[config.mk]
export PLATFORM = sky130hd
export DESIGN_NAME = piece_span_to_file_segments_top
export DESIGN_NICKNAME = d
export VERILOG_FILES = /design/src/pstfs_pkg.sv /design/src/piece_span_to_file_segments_top.sv
export SDC_FILE = /design/constraint.sdc
export NUM_CORES = 2
export LEC_CHECK = 0
export BUFFER_PORTS_ARGS = -buffer_cell sky130_fd_sc_hd__buf_2
export CORE_MARGIN = 2
export CORE_UTILIZATION = 45
export CTS_CLUSTER_SIZE = 40
export DETAILED_ROUTE_END_ITERATION = 6
export SLEW_MARGIN = 15
export SYNTH_ARGS = -nofsm -noshare
export SYNTH_HDL_FRONTEND = slang
export SYNTH_SLANG_ARGS = --single-unit
[constraint.sdc]
create_clock -name clk -period 22.2 [get_ports clk]
set_input_delay 0 -clock clk [delete_from_list [all_inputs] [get_ports clk]]
set_output_delay 0 -clock clk [all_outputs]
set_load 0.05 [all_outputs]
[src/pstfs_pkg.sv]
// ------------------------------------------------------------------------
// pstfs_pkg
// Types, codes and control store of the piece span to file segment mapper.
// ------------------------------------------------------------------------
package pstfs_pkg;

  localparam int MAX_FILES = 16;
  localparam int SLOT_W    = $clog2(MAX_FILES);
  localparam int FILE_W    = 5;
  localparam int LEN_W     = 40;
  localparam int SPAN_W    = 25;
  localparam int PIDX_W    = 20;
  localparam int POFF_W    = 24;
  localparam int PLEN_W    = 25;
  localparam int PROD_W    = PIDX_W + PLEN_W;
  localparam int POS_W     = PROD_W + 1;
  localparam int CFG_W     = 25;

  localparam logic [PLEN_W-1:0] PIECE_LENGTH_RST = PLEN_W'(262144);

  typedef enum logic {
    CMD_LOAD = 1'b0,
    CMD_MAP  = 1'b1
  } cmd_t;

  typedef enum logic {
    REG_PIECE_LENGTH = 1'b0,
    REG_FILE_COUNT   = 1'b1
  } cfg_reg_t;

  typedef struct packed {
    cmd_t              command;
    logic [3:0]        slot_index;
    logic [LEN_W-1:0]  file_length;
    logic [PIDX_W-1:0] piece_index;
    logic [POFF_W-1:0] piece_offset;
    logic [SPAN_W-1:0] span_length;
  } in_item_t;

  typedef struct packed {
    logic [FILE_W-1:0] target_file;
    logic [LEN_W-1:0]  start_position;
    logic [SPAN_W-1:0] segment_length;
    logic              last;
    logic              overrun;
  } out_item_t;

  typedef enum logic [1:0] {
    ST_IDLE,
    ST_MUL,
    ST_WALK,
    ST_EMIT
  } step_t;

  typedef enum logic [1:0] {
    OP_TAKE,
    OP_MUL,
    OP_WALK,
    OP_EMIT
  } op_t;

  typedef enum logic [1:0] {
    CND_MAP,
    CND_ALWAYS,
    CND_FOUND,
    CND_SPAN_END
  } cond_t;

  typedef struct packed {
    logic  in_rdy;
    op_t   op;
    cond_t cond;
    step_t target;
  } ctl_t;

  // control store: stay on the step until cond holds, then jump to target
  function automatic ctl_t ucode(step_t s);
    ctl_t c;
    case (s)
      ST_IDLE: c = '{in_rdy: 1'b1, op: OP_TAKE, cond: CND_MAP,      target: ST_MUL};
      ST_MUL:  c = '{in_rdy: 1'b0, op: OP_MUL,  cond: CND_ALWAYS,   target: ST_WALK};
      ST_WALK: c = '{in_rdy: 1'b0, op: OP_WALK, cond: CND_FOUND,    target: ST_EMIT};
      ST_EMIT: c = '{in_rdy: 1'b0, op: OP_EMIT, cond: CND_SPAN_END, target: ST_IDLE};
      default: c = '{in_rdy: 1'b0, op: OP_TAKE, cond: CND_ALWAYS,   target: ST_IDLE};
    endcase
    return c;
  endfunction

endpackage

[src/piece_span_to_file_segments_top.sv]
// ------------------------------------------------------------------------
// piece_span_to_file_segments_top
// Maps a byte span of a piece onto per-file segments of a multi-file set.
// ------------------------------------------------------------------------
// Usage:
//   in_valid/in_ready/in_data carry requests. A load request writes one
//   file length into the 16-entry table. A map request
//   yields one out_data segment per file touched, in file order, last set
//   on the final one, overrun set when the span runs past the loaded files.
//   A map with zero span_length yields nothing.
//   cfg_we/cfg_index/cfg_data write piece_length and file_count; write
//   only while idle.
//   Steps of a map: accept, multiply, a table walk past the skipped
//   files, then the emit of each segment in turn. The walk and emit loops
//   share the one table read port. Next request is taken once the last
//   segment is in the output register.
//   Reset: sequencer idle, output empty, piece_length 262144, file_count 0.
//   Table contents are undefined until loaded.
//   A stalled out_ready holds the output register and stops the sequencer at its emit step.
// ------------------------------------------------------------------------
module piece_span_to_file_segments_top (
  input  logic                         clk,
  input  logic                         rst_n,
  input  logic                         in_valid,
  output logic                         in_ready,
  input  pstfs_pkg::in_item_t          in_data,
  output logic                         out_valid,
  input  logic                         out_ready,
  output pstfs_pkg::out_item_t         out_data,
  input  logic                         cfg_we,
  input  pstfs_pkg::cfg_reg_t          cfg_index,
  input  logic [pstfs_pkg::CFG_W-1:0]  cfg_data
);
  import pstfs_pkg::*;

  logic [PLEN_W-1:0] pl_r;
  logic [FILE_W-1:0] fc_r;
  logic [LEN_W-1:0]  tbl_r [MAX_FILES];
  logic [PIDX_W-1:0] pidx_r;
  logic [POFF_W-1:0] poff_r;
  logic [POS_W-1:0]  pos_r;
  logic [SPAN_W-1:0] need_r;
  logic [FILE_W-1:0] idx_r;
  step_t             step_r, step_nxt;
  logic              out_valid_r;
  out_item_t         out_data_r;

  ctl_t              ctl;
  logic [FILE_W-1:0] fc_eff;
  logic [LEN_W-1:0]  cur_len;
  logic [LEN_W-1:0]  remain;
  logic [SPAN_W-1:0] seg;
  logic [SPAN_W-1:0] need_left;
  logic [PROD_W-1:0] prod;
  logic              past_end, found, seg_last, out_free;
  logic              in_fire, emit_fire, go;

  assign ctl       = ucode(step_r);
  assign fc_eff    = (fc_r > FILE_W'(MAX_FILES)) ? FILE_W'(MAX_FILES) : fc_r;
  assign past_end  = idx_r >= fc_eff;
  assign cur_len   = tbl_r[idx_r[SLOT_W-1:0]];
  assign found     = past_end || (pos_r < {{(POS_W-LEN_W){1'b0}}, cur_len});
  assign remain    = cur_len - pos_r[LEN_W-1:0];
  assign seg       = (remain < {{(LEN_W-SPAN_W){1'b0}}, need_r}) ?
                     remain[SPAN_W-1:0] : need_r;
  assign need_left = need_r - seg;
  assign seg_last  = past_end || (need_left == '0);
  assign prod      = pidx_r * pl_r;

  assign out_free  = !out_valid_r || out_ready;
  assign in_ready  = ctl.in_rdy;
  assign in_fire   = in_valid && ctl.in_rdy;
  assign emit_fire = (ctl.op == OP_EMIT) && out_free;
  assign out_valid = out_valid_r;
  assign out_data  = out_data_r;

  always_comb begin
    case (ctl.cond)
      CND_MAP:      go = in_fire && (in_data.command == CMD_MAP) &&
                         (in_data.span_length != '0);
      CND_ALWAYS:   go = 1'b1;
      CND_FOUND:    go = found;
      CND_SPAN_END: go = emit_fire && seg_last;
      default:      go = 1'b0;
    endcase
    step_nxt = go ? ctl.target : step_r;
  end

  always_ff @(posedge clk) begin
    if (!rst_n) begin
      step_r      <= ST_IDLE;
      out_valid_r <= 1'b0;
      pl_r        <= PIECE_LENGTH_RST;
      fc_r        <= '0;
    end else begin
      step_r <= step_nxt;
      if (emit_fire) begin
        out_valid_r <= 1'b1;
      end else if (out_ready) begin
        out_valid_r <= 1'b0;
      end
      if (cfg_we) begin
        case (cfg_index)
          REG_PIECE_LENGTH: pl_r <= cfg_data[PLEN_W-1:0];
          REG_FILE_COUNT:   fc_r <= cfg_data[FILE_W-1:0];
          default: ;
        endcase
      end
    end
  end

  always_ff @(posedge clk) begin
    case (ctl.op)
      OP_TAKE: begin
        if (in_fire) begin
          if (in_data.command == CMD_LOAD) begin
            tbl_r[in_data.slot_index[SLOT_W-1:0]] <= in_data.file_length;
          end else begin
            pidx_r <= in_data.piece_index;
            poff_r <= in_data.piece_offset;
            need_r <= in_data.span_length;
          end
        end
      end
      OP_MUL: begin
        pos_r <= {1'b0, prod} + {{(POS_W-POFF_W){1'b0}}, poff_r};
        idx_r <= '0;
      end
      OP_WALK: begin
        if (!found) begin
          pos_r <= pos_r - {{(POS_W-LEN_W){1'b0}}, cur_len};
          idx_r <= idx_r + 1'b1;
        end
      end
      OP_EMIT: begin
        if (emit_fire) begin
          if (past_end) begin
            out_data_r <= '{target_file: FILE_W'(MAX_FILES),
                            start_position: pos_r[LEN_W-1:0],
                            segment_length: need_r,
                            last: 1'b1, overrun: 1'b1};
          end else begin
            out_data_r <= '{target_file: idx_r,
                            start_position: pos_r[LEN_W-1:0],
                            segment_length: seg,
                            last: seg_last, overrun: 1'b0};
          end
          pos_r  <= '0;
          idx_r  <= idx_r + 1'b1;
          need_r <= need_left;
        end
      end
      default: ;
    endcase
  end

endmodule

==> results.md <==
* Status: finished, final reports clean
* Sequential-to-total area share from yosys stat at 45.77%
* Multi-input logic area at approximately 27000 sq um
* Non-Filler Instances at between 6000 and 7000
* Worst Slack Setup Final at between 9000 and 10000 ps
* Nets@finish at approximately 5700
* Combinational share of power at between 60% and 70%
* Fmax at slightly below 0.08 GHz
* Synth Instances at between 4000 and 5000
* P_sw at around 4.5 mW
* Clock power share at between 10% and 20%
* Tot Pwr at approximately 9.7 mW
* Starting Density at a little under half
* Slew Limit Fails at 0
* Register share of total power at a little under a quarter
* Global-route wire length before repair at approximately 240000 um
* CP required at around 23000 ps
* Synth top area cells: edfxtp_1 44%, fa_1 16%, mux4_2 8.0%
* Slew HR at 23.81%
* Die width at roughly 360 um
* Vias per inst at roughly 5.6
* Fraction of layout cells with a size suffix above 1 at ~14%
* Worst VDD drop at 0.1114 mV
* Placed Instances at 6177
* Core area at ~120000 sq um
* Crit path top cell by count: a21oi_1
* Ys async rst share at 0%
* IO Port Bufs at between 200 and 250
* Register Area at 25740 sq um
* Buffer count from post-CTS setup fixing at 0
* Via count at 36670
* Combinational family with the most area after synthesis: adder cells
* RePlAce Congestion at a little over 0.9
* CTS tree: done
* Synth warn at 0
* CTS Buf Count at 94
* Main flop type after synthesis: edfxtp_1
* Clk buf depth at 3
* Post-synthesis mux area share at around 8.5%
* Buf/Inv on CP at 2
* Yosys top cell area share at between 40 and 50%
* Setup_tns at 0 ps
* Delay-heaviest family, CP: compound AO/OA/AOI/OAI gates
* Number of global-route vias before repair at between 30000 and 40000
* WL final at 157000 um
* Fill cell count at around 11000
* Syn nets at between 5000 and 6000
* DRC errors left at 0
* Gr ovfl total at 0
* Clock slew at reported path FFs at roughly 60 ps
* Avg Cell Area, Syn at between 10 and 15 sq um
* Worst setup SP type: flip-flop
* Std cell rows at ~130
* Worst-path fanout max at 112
* Post-CTS resize count at 0
* Clock root buffer master: clkbuf_16
* # setup viols final at 0
* RSZ-0062 raised after global routing: false
* Number of synthesized flops with an enable pin at approximately 830
* Layout area overhead at 14.77%
* Clock Skew at ~60 ps
* Period minus WS final at between 10000 and 15000 ps
* Die ar. at between 100000 and 150000 sq um
* Pre-CTS WS at roughly 9000 ps
* Post-route clock period utilization at between 50% and 60%
* Seq cells post-synth at 869
* Leak pwr at roughly 25 nW
* Routed Antenna Nets at 0
* CP Data Arrival Time at between 10000 and 15000 ps
* Mapped Area at roughly 56000 sq um
* Post-synth cell types at 83
* Clock latency on the worst-skew pair at ~740 ps
* Post-Synth Simple-Gate Area at 8.731%
* Initial DRC Count at between 3000 and 4000
* Initial antenna violation count at 11
* Die Height at 357.4 um
* DR WL/cell at ~24 um
* Min Hold Slack at between 20 and 25 ps
* Synth Area in Compound Gates at between 6 and 7%
* Hold Violations, Final at 0
* Setup crit end kind: flip-flop
* Post-Synth XOR/XNOR Area at approximately 1.9%
* Worst setup path category: flip-flop to flip-flop
* Largest net degree at the start of global routing at about 110
* Clk sink count at about 870
* Total track usage at between 20% and 30%
* H-tree depth at 3
* Sw frac at around 46%
* Worst-Margin Slew at 1143 ps
* Slowest-stage cell, CP: dfxtp_4
* Dominant cell type by area after synthesis: edfxtp_1
* PD cells at around 150 nW/um^2
* Max Cap Viol at 0
* Post-DP HPWL at 106600 um
* Pint at 5.197 mW
* Slowest stage delay, CP at 1010 ps
* DRT Pass-1 Iters at 6
* Worst Hold Class: primary input to flip-flop
* Io pins at between 200 and 250
* Adder-Cell Fraction of Synth Area at 22.24%
[repair_timing]
action,in CTS,in global routing
hold buffers,228,0
endpoints found under the setup margin,0,0
endpoints found under the hold margin,742,0
[metal layers]
layer	GRT usage (%)	wire [um]
met1	33.18	65260
met2	42.54	78330
met3	3.510	8895
met4	6.790	4387
met5	0	104
[power by group through the flow]
stage	Clock [mW]	Sequential (mW)	Combinational [mW]
after floorplan	0	2.17	4.14
after global placement	0	2.26	5.80
after detailed placement	0	2.26	5.79
after CTS	1.57	2.23	5.87
after global routing	1.64	2.24	6.42
final	1.54	2.23	5.88
[Yosys cell counts (8+ instances only)]
cell and instances:
nor4_1 13, o21ai_0 108, nor2b_1 24, nor2_1 120
buf_1 15, edfxtp_1 832, o21bai_1 20, dfxtp_1 37
fa_1 438, xnor2_1 76, nand3_1 46, xor2_1 46
or3_1 11, nor3_1 33, a31oi_1 13, mux2_2 16
buf_2 20, o22ai_1 26, mux4_2 200, and4_1 8
or2_2 8, and3_1 13, nand4_1 24, mux2i_1 8
nand2b_1 23, a21oi_1 166, o21ai_1 8, inv_1 642
clkbuf_1 186, a21boi_0 36, ha_1 296, o21a_1 18
a21o_1 84, nand2_1 551, a211oi_1 19, and2_1 152
[state kept, by name, summed over array words and instances (netlist names), named ones only]
signal	cells
poff_r	24
tbl_r	640
pidx_r	20
out_valid	1
fc_r	5
step_r	2
out_data	72
pl_r	25
need_r	25
pos_r	46
idx_r	5
[area by class of cell]
cell class	count	area share (%)
repair buffers	516	6.064
well taps	1637	3.175
clock inverters	55	0.8322
multi-input cells	2740	42.36
clock buffers	120	3.909
inverters	643	3.742
diodes	5	0.01940
flip-flops and latches	869	39.90
[final timing paths]
path | startpoint | slack, ps | to | cells after the start
setup / recovery | flip-flop | 9230 | step_r[1] | 40
hold / removal | in_data[31] | 20 | poff_r[6] | 2
setup reg to reg | flip-flop | 9230 | step_r[1] | 40
hold reg to reg | pos_r[39] | 460 | out_data[66] | 0
[cells by family after synthesis]
family,Yosys count
AND/OR/NAND/NOR,1053
flip-flops,869
buffers and inverters,868
adder cells (fa/ha/maj),737
AO/OA/AOI/OAI,604
multiplexers,224
XOR/XNOR,122
[cells in the final DEF, fill, tap and decap left out, types with 152 or more instances in the layout]
cell,n
and2_1,152
edfxtp_1,832
ha_1,296
buf_2,218
nand2_1,551
inv_1,642
fa_1,438
dlygate4sd3_1,228
a21oi_1,165
mux4_2,200
[worst register-to-register path: cells and delay by family, from the launching register on]
kind | cells | cell delay, ps
mux | 2 | 1140
xor+xnor | 2 | 430
flops | 1 | 1010
simple gates | 11 | 2750
fa+ha+maj | 5 | 1690
compound gates | 18 | 4780
buf+inv | 2 | 1070
[through the flow]
step	instance area [sq um]	utilization, %
2_1_floorplan	56200	-
3_3_place_gp	59150	47.78
3_5_place_dp	59150	47.78
4_1_cts	64490	52.09
5_1_grt	64490	52.09
6_report	64500	52.10
(Power assumes the default switching activity.)
